`src/rtl/core/qat_pkg.sv`:
```
// Shared types, character codes and helpers for the quoted argument tokenizer.
package qat_pkg;

    typedef enum logic [1:0] {
        MODE_NORMAL  = 2'd0,
        MODE_SINGLE  = 2'd1,
        MODE_DOUBLE  = 2'd2,
        MODE_COMMENT = 2'd3
    } t_mode;

    localparam logic [7:0] CH_NUL  = 8'h00;
    localparam logic [7:0] CH_TAB  = 8'h09;
    localparam logic [7:0] CH_LF   = 8'h0A;
    localparam logic [7:0] CH_CR   = 8'h0D;
    localparam logic [7:0] CH_SP   = 8'h20;
    localparam logic [7:0] CH_DQ   = 8'h22;
    localparam logic [7:0] CH_HASH = 8'h23;
    localparam logic [7:0] CH_SQ   = 8'h27;
    localparam logic [7:0] CH_BSL  = 8'h5C;

    localparam logic KIND_CHAR = 1'b0;
    localparam logic KIND_END  = 1'b1;

    // most result words one input byte can produce
    localparam int RES_MAX = 3;

    typedef logic [1:0] t_res_cnt;

    typedef struct packed {
        logic       kind;
        logic [7:0] ch;
        logic       last;
    } t_res;

    typedef t_res [RES_MAX-1:0] t_res_vec;

    typedef struct packed {
        t_mode mode;
        logic  held;
        logic  esc;
        logic  nonempty;
        logic  stopped;
    } t_state;

    localparam t_state STATE_RESET = '{
        mode:     MODE_NORMAL,
        held:     1'b0,
        esc:      1'b0,
        nonempty: 1'b0,
        stopped:  1'b0
    };

    function automatic t_res mk_res(logic kind, logic [7:0] ch);
        t_res r;
        r.kind = kind;
        r.ch   = ch;
        r.last = 1'b0;
        return r;
    endfunction

endpackage

```
`src/rtl/core/quoted_argument_tokenizer.sv`:
```
// Top level of the quoted argument tokenizer: input register, parser state, result holder.
//
//   channel   direction  handshake                  words
//   input     in         i_valid / o_ready          i_text_byte, i_final_byte
//   result    out        o_valid / i_ready          o_item_kind, o_out_char, o_run_last
//   config    in         i_cfg_valid / o_cfg_ready  i_cfg_first_only
//
// A byte is registered on acceptance and parsed in the next cycle, or later while the
// result holder is busy; its results appear in the cycle after the parse. One byte per
// cycle while each byte gives at most one result word and i_ready stays high; a byte
// that gives more words holds the parser while the result holder drains one word per
// cycle with i_ready high. Bytes with no results pass at full rate. Reset (synchronous,
// active low) clears the parser state and both stages; the config port is always ready.
module quoted_argument_tokenizer import qat_pkg::*; (
    input  logic       i_clk,
    input  logic       i_rst_n,
    input  logic       i_valid,
    output logic       o_ready,
    input  logic [7:0] i_text_byte,
    input  logic       i_final_byte,
    output logic       o_valid,
    input  logic       i_ready,
    output logic       o_item_kind,
    output logic [7:0] o_out_char,
    output logic       o_run_last,
    input  logic       i_cfg_valid,
    output logic       o_cfg_ready,
    input  logic       i_cfg_first_only
);

    logic       r_in_valid;
    logic       n_in_valid;
    logic [7:0] r_byte;
    logic       r_fin;
    logic       r_first_only;
    t_state     r_state;

    t_state     step_state;
    t_res_cnt   step_cnt;
    t_res_vec   step_res;
    logic       q_free;
    logic       fire;
    t_res       q_res;

    qat_step u_step (
        .i_state      (r_state),
        .i_first_only (r_first_only),
        .i_byte       (r_byte),
        .i_fin        (r_fin),
        .o_state      (step_state),
        .o_cnt        (step_cnt),
        .o_res        (step_res)
    );

    qat_outq u_outq (
        .i_clk   (i_clk),
        .i_rst_n (i_rst_n),
        .i_load  (fire && step_cnt != '0),
        .i_cnt   (step_cnt),
        .i_res   (step_res),
        .o_free  (q_free),
        .o_valid (o_valid),
        .i_ready (i_ready),
        .o_res   (q_res)
    );

    // a byte with no result words never waits on the holder
    assign fire        = r_in_valid && (step_cnt == '0 || q_free);
    assign o_ready     = !r_in_valid || fire;
    assign o_cfg_ready = 1'b1;
    assign n_in_valid  = (i_valid && o_ready) || (r_in_valid && !fire);

    assign o_item_kind = q_res.kind;
    assign o_out_char  = q_res.ch;
    assign o_run_last  = q_res.last;

    always_ff @(posedge i_clk) begin
        if (i_valid && o_ready) begin
            r_byte <= i_text_byte;
            r_fin  <= i_final_byte;
        end
    end

    always_ff @(posedge i_clk) begin
        if (!i_rst_n) begin
            r_in_valid   <= 1'b0;
            r_first_only <= 1'b0;
            r_state      <= STATE_RESET;
        end else begin
            r_in_valid <= n_in_valid;
            if (i_cfg_valid) begin
                r_first_only <= i_cfg_first_only;
            end
            if (fire) begin
                r_state <= step_state;
            end
        end
    end

endmodule

```
`src/rtl/core/qat_step.sv`:
```
// Per-byte tokenizer logic: next parser state and up to three result words.
module qat_step import qat_pkg::*; (
    input  t_state     i_state,
    input  logic       i_first_only,
    input  logic [7:0] i_byte,
    input  logic       i_fin,
    output t_state     o_state,
    output t_res_cnt   o_cnt,
    output t_res_vec   o_res
);

    always_comb begin
        t_state   s;
        t_res_cnt n;
        t_res_vec r;
        logic     done;
        logic     fin_stop;

        s        = i_state;
        n        = '0;
        r        = '0;
        done     = 1'b0;
        fin_stop = 1'b0;

        if (!s.stopped) begin
            // held line end in a comment: only LF keeps the comment going
            if (s.held) begin
                s.held = 1'b0;
                if (i_byte != CH_LF) begin
                    s.mode = MODE_NORMAL;
                    if (s.nonempty) begin
                        r[n]       = mk_res(KIND_END, CH_NUL);
                        n          = n + 2'd1;
                        s.nonempty = 1'b0;
                        if (i_first_only) begin
                            s.stopped = 1'b1;
                            done      = 1'b1;
                        end
                    end
                end
            end

            if (!done && i_byte != CH_NUL) begin
                if (s.esc) begin
                    s.esc = 1'b0;
                    if (s.mode != MODE_COMMENT) begin
                        r[n]       = mk_res(KIND_CHAR, i_byte);
                        n          = n + 2'd1;
                        s.nonempty = 1'b1;
                    end
                end else begin
                    case (i_byte)
                        CH_SQ: begin
                            if (s.mode == MODE_NORMAL) begin
                                s.mode = MODE_SINGLE;
                            end else if (s.mode == MODE_SINGLE) begin
                                s.mode = MODE_NORMAL;
                            end
                        end
                        CH_DQ: begin
                            if (s.mode == MODE_NORMAL) begin
                                s.mode = MODE_DOUBLE;
                            end else if (s.mode == MODE_DOUBLE) begin
                                s.mode = MODE_NORMAL;
                            end
                        end
                        CH_CR, CH_LF, CH_SP, CH_TAB: begin
                            if (s.mode == MODE_COMMENT) begin
                                if (i_byte == CH_CR || i_byte == CH_LF) begin
                                    s.held = 1'b1;
                                end
                            end else if (s.mode == MODE_NORMAL) begin
                                if (s.nonempty) begin
                                    r[n]       = mk_res(KIND_END, CH_NUL);
                                    n          = n + 2'd1;
                                    s.nonempty = 1'b0;
                                    if (i_first_only) begin
                                        s.stopped = 1'b1;
                                    end
                                end
                            end else begin
                                r[n]       = mk_res(KIND_CHAR, i_byte);
                                n          = n + 2'd1;
                                s.nonempty = 1'b1;
                            end
                        end
                        CH_BSL: begin
                            s.esc = 1'b1;
                        end
                        CH_HASH: begin
                            s.mode = MODE_COMMENT;
                        end
                        default: begin
                            if (s.mode != MODE_COMMENT) begin
                                r[n]       = mk_res(KIND_CHAR, i_byte);
                                n          = n + 2'd1;
                                s.nonempty = 1'b1;
                            end
                        end
                    endcase
                end
            end

            // end of text: zero byte, or flush after the final byte
            if (!done && (i_byte == CH_NUL || (!s.stopped && i_fin))) begin
                if (s.held) begin
                    s.held = 1'b0;
                    s.mode = MODE_NORMAL;
                    if (s.nonempty) begin
                        r[n]       = mk_res(KIND_END, CH_NUL);
                        n          = n + 2'd1;
                        s.nonempty = 1'b0;
                        if (i_first_only) begin
                            s.stopped = 1'b1;
                            fin_stop  = 1'b1;
                        end
                    end
                end
                if (!fin_stop) begin
                    if (s.esc) begin
                        s.esc = 1'b0;
                        if (s.mode != MODE_COMMENT) begin
                            r[n]       = mk_res(KIND_CHAR, CH_BSL);
                            n          = n + 2'd1;
                            s.nonempty = 1'b1;
                        end
                    end
                    if (s.nonempty) begin
                        r[n]       = mk_res(KIND_END, CH_NUL);
                        n          = n + 2'd1;
                        s.nonempty = 1'b0;
                    end
                    s.stopped = 1'b1;
                end
            end
        end

        if (n != '0) begin
            r[n - 2'd1].last = 1'b1;
        end

        o_state = s;
        o_cnt   = n;
        o_res   = r;
    end

endmodule

```
`src/rtl/core/qat_outq.sv`:
```
// Result holder: takes a byte's words at once, hands out one per cycle while i_ready.
module qat_outq import qat_pkg::*; (
    input  logic     i_clk,
    input  logic     i_rst_n,
    input  logic     i_load,
    input  t_res_cnt i_cnt,
    input  t_res_vec i_res,
    output logic     o_free,
    output logic     o_valid,
    input  logic     i_ready,
    output t_res     o_res
);

    t_res_vec r_slot;
    t_res_vec n_slot;
    t_res_cnt r_rem;
    t_res_cnt n_rem;
    logic     pop;

    assign o_valid = (r_rem != '0);
    assign o_res   = r_slot[0];
    assign pop     = o_valid && i_ready;
    // free next edge if empty, or the last word leaves now
    assign o_free  = (r_rem == '0) || (r_rem == 2'd1 && i_ready);

    always_comb begin
        n_slot = r_slot;
        n_rem  = r_rem;
        if (i_load) begin
            n_slot = i_res;
            n_rem  = i_cnt;
        end else if (pop) begin
            for (int i = 0; i < RES_MAX - 1; i++) begin
                n_slot[i] = r_slot[i + 1];
            end
            n_rem = r_rem - 2'd1;
        end
    end

    always_ff @(posedge i_clk) begin
        r_slot <= n_slot;
        if (!i_rst_n) begin
            r_rem <= '0;
        end else begin
            r_rem <= n_rem;
        end
    end

endmodule

```
`config.mk`:
```
export PLATFORM = sky130hd
export DESIGN_NAME = quoted_argument_tokenizer
export DESIGN_NICKNAME = d
export VERILOG_FILES = /design/src/rtl/core/qat_pkg.sv /design/src/rtl/core/quoted_argument_tokenizer.sv /design/src/rtl/core/qat_step.sv /design/src/rtl/core/qat_outq.sv
export SDC_FILE = /design/constraint.sdc
export NUM_CORES = 1
export LEC_CHECK = 0
export BUFFER_PORTS_ARGS = -buffer_cell sky130_fd_sc_hd__buf_2
export CAP_MARGIN = 15
export CORE_MARGIN = 10
export CORE_UTILIZATION = 65
export DETAILED_ROUTE_END_ITERATION = 6
export GPL_ROUTABILITY_DRIVEN = 0
export GPL_TIMING_DRIVEN = 0
export PLACE_DENSITY = 0.86
export SETUP_SLACK_MARGIN = 0.15
export SYNTH_ARGS = -nofsm -noshare
export SYNTH_HDL_FRONTEND = slang
export SYNTH_SLANG_ARGS = --single-unit
export TNS_END_PERCENT = 10
```
`constraint.sdc`:
```
create_clock -name i_clk -period 13.4 [get_ports i_clk]
set_input_delay 2.01 -clock i_clk [delete_from_list [all_inputs] [get_ports i_clk]]
set_output_delay 2.01 -clock i_clk [all_outputs]
set_load 0.05 [all_outputs]
```
# Yosys cells after proc, flatten, opt, wreduce, memory -nomap -nowiden
# Cells that the tools add are included.
classes:
  addsub: 6
  n_mul: 0
  div_mod_pow: 0
  order_cmp: 10
  n_eq_ne: 15
  shifts: 0
  muxes: 119
  bitwise_logic: 13
  reduce_logical: 35
ops:
  columns: ["op", "n"]
  rows:
  - ["$mux W30", 21]
  - ["$demux W10 S2", 5]
  - ["$not A27 Y27", 3]
  - ["$mux W10", 8]
  - ["$mux W2", 39]
  - ["$bwmux W30", 2]
  - ["$pmux W30 S2", 1]
  - ["$and A27 B27 Y27", 2]
  - ["$mux W20", 2]
  - ["$eq A8 B6 Y1 const B", 4]
  - ["$mux W1", 28]
  - ["$and A9 B27 Y27", 1]
  - ["$eq A8 B4 Y1 const B", 3]
  - ["$mux W3", 7]
  - ["$and A18 B18 Y18", 1]
  - ["$mux W6", 3]
  - ["$not A18 Y18", 1]
  - ["$lt A2 B3 Y1 const B", 5]
  - ["$logic_and A1 B1 Y1", 14]
  - ["$or A12 B12 Y12", 1]
  - ["$ge A2 B1 Y1 const B", 5]
  - ["$add A2 B1 Y2 const B", 4]
  - ["$eq A8 B7 Y1 const B", 1]
  - ["$logic_not A8 Y1", 1]
  - ["18 further kinds", 36]
totals:
  ff_bits: 49
  latchBits: 0
  ramBits: 0
  romBits: 0
  input_bits: 15
  output_inout_bits: 13
  wordCells: 217
  mem_count: 0

# Longest topological paths before layout
logic_depth:
  word_depth: 38
  ltp_mapped: 24
  depth_no_buf: 23

# Cells and area by module
# Synthesis repeated with hierarchy kept, for this count alone.
hier_totals:
  hier_cells: 334
  area_unflattened_um2: 3358.2
modules_own_cells:
  columns: ["mod", "n_inst", "cells_per_inst", "area_each_um2", "seq_area_each_um2"]
  rows:
  - ["qat_outq", 1, 81, 1370.1, 940.9]
  - ["qat_step", 1, 206, 1368.8, 0.0]
  - ["quoted_argument_tokenizer", 1, 47, 619.3, 430.4]

# Worst setup path before layout
# OpenSTA, ideal clock, no wires.
synth_path:
  path_type: "flip-flop to output port"
  startpoint: "register r_byte[2]"
  endpoint: "output port o_ready"
  arrival_ps: 4876
  required_ps: 11390
  slack_ps: 6514
  path_stages_with_launch: 23
  path_buffers: 1
  cell_sequence: "edfxtp_1 buf_6 or3b_4 o31ai_2 and2_1 ha_1 inv_1 ha_1 nand2_1 o211ai_2 ha_1 inv_1 a21oi_1 inv_1 ha_1 nand2_1 o21a_1 ha_1 o21ai_1 or3_4 a21boi_4 nor2_1 nand2_1"
synth_via:
  elab_chain_len: 32
  word_cells_on_any_way: 102
  cone_classes: "add/sub (4); eq/ne (14); mux (68); reduce/logical (16)"
synth_rtl:
  columns: ["item", "line", "rtl"]
  rows:
  - ["from (decl)", "quoted_argument_tokenizer.sv:33", "logic [7:0] r_byte;"]
  - ["from (signal assigned)", "quoted_argument_tokenizer.sv:79", "r_byte <= i_text_byte;"]
  - ["$ne A8 B4 Y1", "qat_step.sv:29", "if (i_byte != CH_LF) begin"]
  - ["$mux W2", "qat_step.sv:29", null]
  - ["$mux W2", "qat_step.sv:27", "if (s.held) begin"]
  - ["$mux W2", "qat_step.sv:25", "if (!s.stopped) begin"]
  - ["$add A2 B1 Y2", null, null]
  - ["$mux W2", "qat_step.sv:73", "if (s.nonempty) begin"]
  - ["$mux W2", "qat_step.sv:72", "end else if (s.mode == MODE_NORMAL) begin"]
  - ["$mux W2", "qat_step.sv:68", "if (s.mode == MODE_COMMENT) begin"]
  - ["[... 16 more ...]", null, null]
  - ["$mux W2", "qat_step.sv:128", "if (s.nonempty) begin"]
  - ["$mux W2", "qat_step.sv:119", "if (!fin_stop) begin"]
  - ["$mux W2 *", "qat_step.sv:105", "if (!done && (i_byte == CH_NUL || (!s.stopped && i_fin))) begin"]
  - ["$mux W2 *", "qat_step.sv:25", null]
  - ["$logic_not A2 Y1 *", "quoted_argument_tokenizer.sv:68", "assign fire = r_in_valid && (step_cnt == '0 || q_free);"]
  - ["$logic_or A1 B1 Y1 *", "quoted_argument_tokenizer.sv:68", null]
  - ["$logic_and A1 B1 Y1 *", "quoted_argument_tokenizer.sv:68", null]
  - ["$logic_or A1 B1 Y1 *", "quoted_argument_tokenizer.sv:69", "assign o_ready = !r_in_valid || fire;"]
  - ["to (decl)", "quoted_argument_tokenizer.sv:18", "output logic o_ready,"]
# Every way passes the cells marked *; elsewhere a longest branch is shown, timed or not. The select of a mux whose other input is x is not followed.

# Worst setup path in the final report
layout_path:
  startpoint: "register r_byte[4]"
  endpoint: "output port o_ready"
# Same word-level chain as after synthesis.

==> results.md <==
- Hold Path Depth: 2
- Cells after Synth: 321
- Die area: 0.00792 sq mm
- Skew-Pair Late Insertion Delay: 300 ps
- Distinct cell type count after synthesis: 72
- Post-synthesis sequential area ratio: 0.375
- # DRC: 0
- Non-filler cells, final: 410
- Grt ovf: 0
- Reg-to-Reg Start: r_byte[4]$_DFFE_PP_
- Ys Warns: 0
- Post-CTS Hold Buffers: 0
- Hold EP: r_state[4]$_SDFFE_PN0P_
- Count leader, synth: edfxtp_1
- Site Rows: 25
- Net count, final: 387
- Top-area cell type share of the netlist area: 0.310
- Required time of the critical path: 11390 ps
- Post-synth EDFFs: 32
- Total wire length: 7170 um
- Crit-path max FO: 10
- Sw Ratio: 0.398
- Clock Power Share: 0.162
- Final HPWL DP: 5550 um
- Antenna diode count: 0
- Number of top-level pins: 28
- Worst-margin pin slew: 871 ps
- Post-Syn Area per Cell: 9.64 sq um
- R2r setup slk: 6920 ps
- Number of global-route vias before repair: 2532
- CTS tree: yes
- Part of the power in registers: 0.413
- Gr usage total: 0.194
- Rel. slew slack: 0.416
- Delay of the slowest cell on the worst path: 500 ps
- Width of the chip: 89.0 um
- Antenna violations before repair: 0
- Initial DRC count: 223
- Placed insts: 402
- Ratio of cells with drive above 1 in the final layout: 0.208
- H-tree level count: 2
- Worst Setup SP: r_byte[4]$_DFFE_PP_
- Lkg Pwr: 1.38 nW
- Overall power: 482 uW
- Clock transition at path regs: 70 ps
- Final Cycle Share: 0.601
- Post-route ant nets: 0
- Hold wc startpoint: r_state[4]$_SDFFE_PN0P_
- Int Pwr: 290 uW
- Synth top cells by count: edfxtp_1, nand2_1, nor2_1, inv_1
- Worst IR Drop VDD: 0.0748 mV
- Hold/Removal Path Class: flip-flop to flip-flop
- Crit path DAT: 6040 ps
- 1st-pass router iterations: 4
- Kind of critical path: flip-flop to output pin
- Critical Path Sink Type: output pin
- Switch Pwr: 192 uW
- Post-cts sizing count: 0
- Syn Std Cell Area: 0.00310 sq mm
- Initial Utilization: 0.664
- Setup bufs post-CTS: 0
- Cell Chain, Critical Path: or3_4 -> o31ai_2 -> and2_1 -> ha_1 -> inv_1 -> ha_1 -> nand2_1 -> o211ai_2 -> ha_1 -> inv_1 -> a21oi_1 -> inv_1 -> ha_1 -> nand2_1 -> o21a_1 -> ha_1 -> o21ai_1 -> or3_4 -> a21boi_4 -> nor2_1 -> nand2_1 -> buf_2
- Largest area contributor in the synthesized netlist: edfxtp_1
- Core area: 0.00466 sq mm
- Final hold viol count: 0
- Num CTS Buffers: 5
- Layout area overhead: 9.70%
- First-pass GRT wire length: 12200 um
- Logic pwr share: 0.426
- Largest net degree at the start of global routing: 18
- Post-layout min period: 8050 ps
- Primary FF master, synth: edfxtp_1
- Routed length per instance: 17.5 um
- Hold WS: 496 ps
- Die height: 89.0 um
- Setup_tns: 0 ps
- Clk sink count: 42
- Status: complete, no violations
- Most used cell, CP: ha_1
- Startpoint types: flip-flop
- Critical path's slowest cell: edfxtp_1
- Max Buffers Root-to-Sink: 2
- Final Cell Area: 0.00340 sq mm
- Via density: 6.53
- RSZ-0062 raised after global routing: no
- Clock skew: 1.87 ps
- Vias: 2677
- IO Port Bufs: 26
- Reg2reg path depth: 21
- Final Slew Violations: 0
- Placed cell areas: 0.00331 sq mm
- CTS root buffer: clkbuf_8
- Pwr dens: 142 mW/mm^2
- Top post-synthesis cells by area: edfxtp_1, ha_1, dfxtp_1
- Syn nets: 353
- Post-synthesis async set-or-reset flop share: 0
- Max_cap viols: 0
- Fmax: 124 MHz
- Flops & latches, synth: 42
- Final setup vio count: 0
- FF-to-FF End: r_byte[4]$_DFFE_PP_
-- worst max-delay path by stage --
stage,endpoint,slack (ps),depth (start not counted)
2_1_floorplan,o_ready,6510,22
3_3_place_gp,o_ready,5960,22
3_5_place_dp,o_ready,5800,22
4_1_cts,o_ready,5410,22
5_1_grt,o_ready,5020,23
6_report,o_ready,5350,22
-- placed cells by master (no fill, tap or decap), drive strengths merged, types with 6 or more instances in the layout --
cell type  synthesis  routed
ha                17      17
o21ai             21      21
a21boi             9       9
o211ai             6       6
clkbuf             5      11
buf               12      39
a21oi             15      15
inv               19      19
nor2              23      23
nand2             30      30
edfxtp            32      32
dfxtp             10      10
nor3               7       7
nand3             11      11
and3               7       7
-- flip-flops by register name (all words and copies together), names as in the netlist --
name           flops
r_byte             8
r_fin              1
r_first_only       1
r_in_valid         1
r_state            6
u_outq.o_res      10
u_outq.r_rem       2
u_outq.r_slot     13
-- cells by family (layout without fill, tap and decap cells) --
kind of cell | after synthesis | in the layout | share of synthesized area
multiplexers | 6 | 6 | 0.0259
adder cells (fa/ha/maj) | 17 | 17 | 0.0687
AO/OA/AOI/OAI | 96 | 96 | 0.233
flip-flops | 42 | 42 | 0.375
XOR/XNOR | 2 | 2 | 0.00809
buffers and inverters | 36 | 71 | 0.0602
AND/OR/NAND/NOR | 121 | 121 | 0.228
other | 1 | 1 | 0.00121
-- power by group through the flow --
stage / Clock (mW) / Sequential [mW] / Combinational, mW
6_report: 0.0780 / 0.199 / 0.205
5_1_grt: 0.0847 / 0.203 / 0.223
4_1_cts: 0.0795 / 0.199 / 0.206
3_5_place_dp: 0 / 0.202 / 0.205
3_3_place_gp: 0 / 0.202 / 0.194
2_1_floorplan: 0 / 0.208 / 0.151
-- worst max-delay path, delay by kind of cell, from the launching register on --
family | cells | cell delay, ps
flip-flops | 1 | 500
buffers and inverters | 4 | 610
AO/OA/AOI/OAI | 6 | 1650
AND/OR/NAND/NOR | 7 | 1520
adder cells (fa/ha/maj) | 5 | 1450
-- final cells by class --
cell class / instances / area (sq um)
flip-flops and latches: 42 / 1160
plain buffers: 17 / 113
multi-input cells: 243 / 1750
clock inverters: 2 / 8.76
fillers: 335 / 1260
inverters: 19 / 73.8
repair buffers: 27 / 145
clock buffers: 6 / 72.6
well taps: 54 / 67.6
-- per-layer routing --
layer | share of wire | global-route usage
met1 | 0.41 | 0.231
met2 | 0.50 | 0.337
met3 | 0.066 | 0.0356
met4 | 0.023 | 0.0766
met5 | 0 | 0
-- per-stage QoR --
step,util,setup slack [ps]
3_5_place_dp,0.711,5800
5_1_grt,0.729,5020
4_1_cts,0.729,5410
3_3_place_gp,0.707,5960
6_report,0.729,5350
2_1_floorplan,-,6510
(Power assumes the default switching activity.)
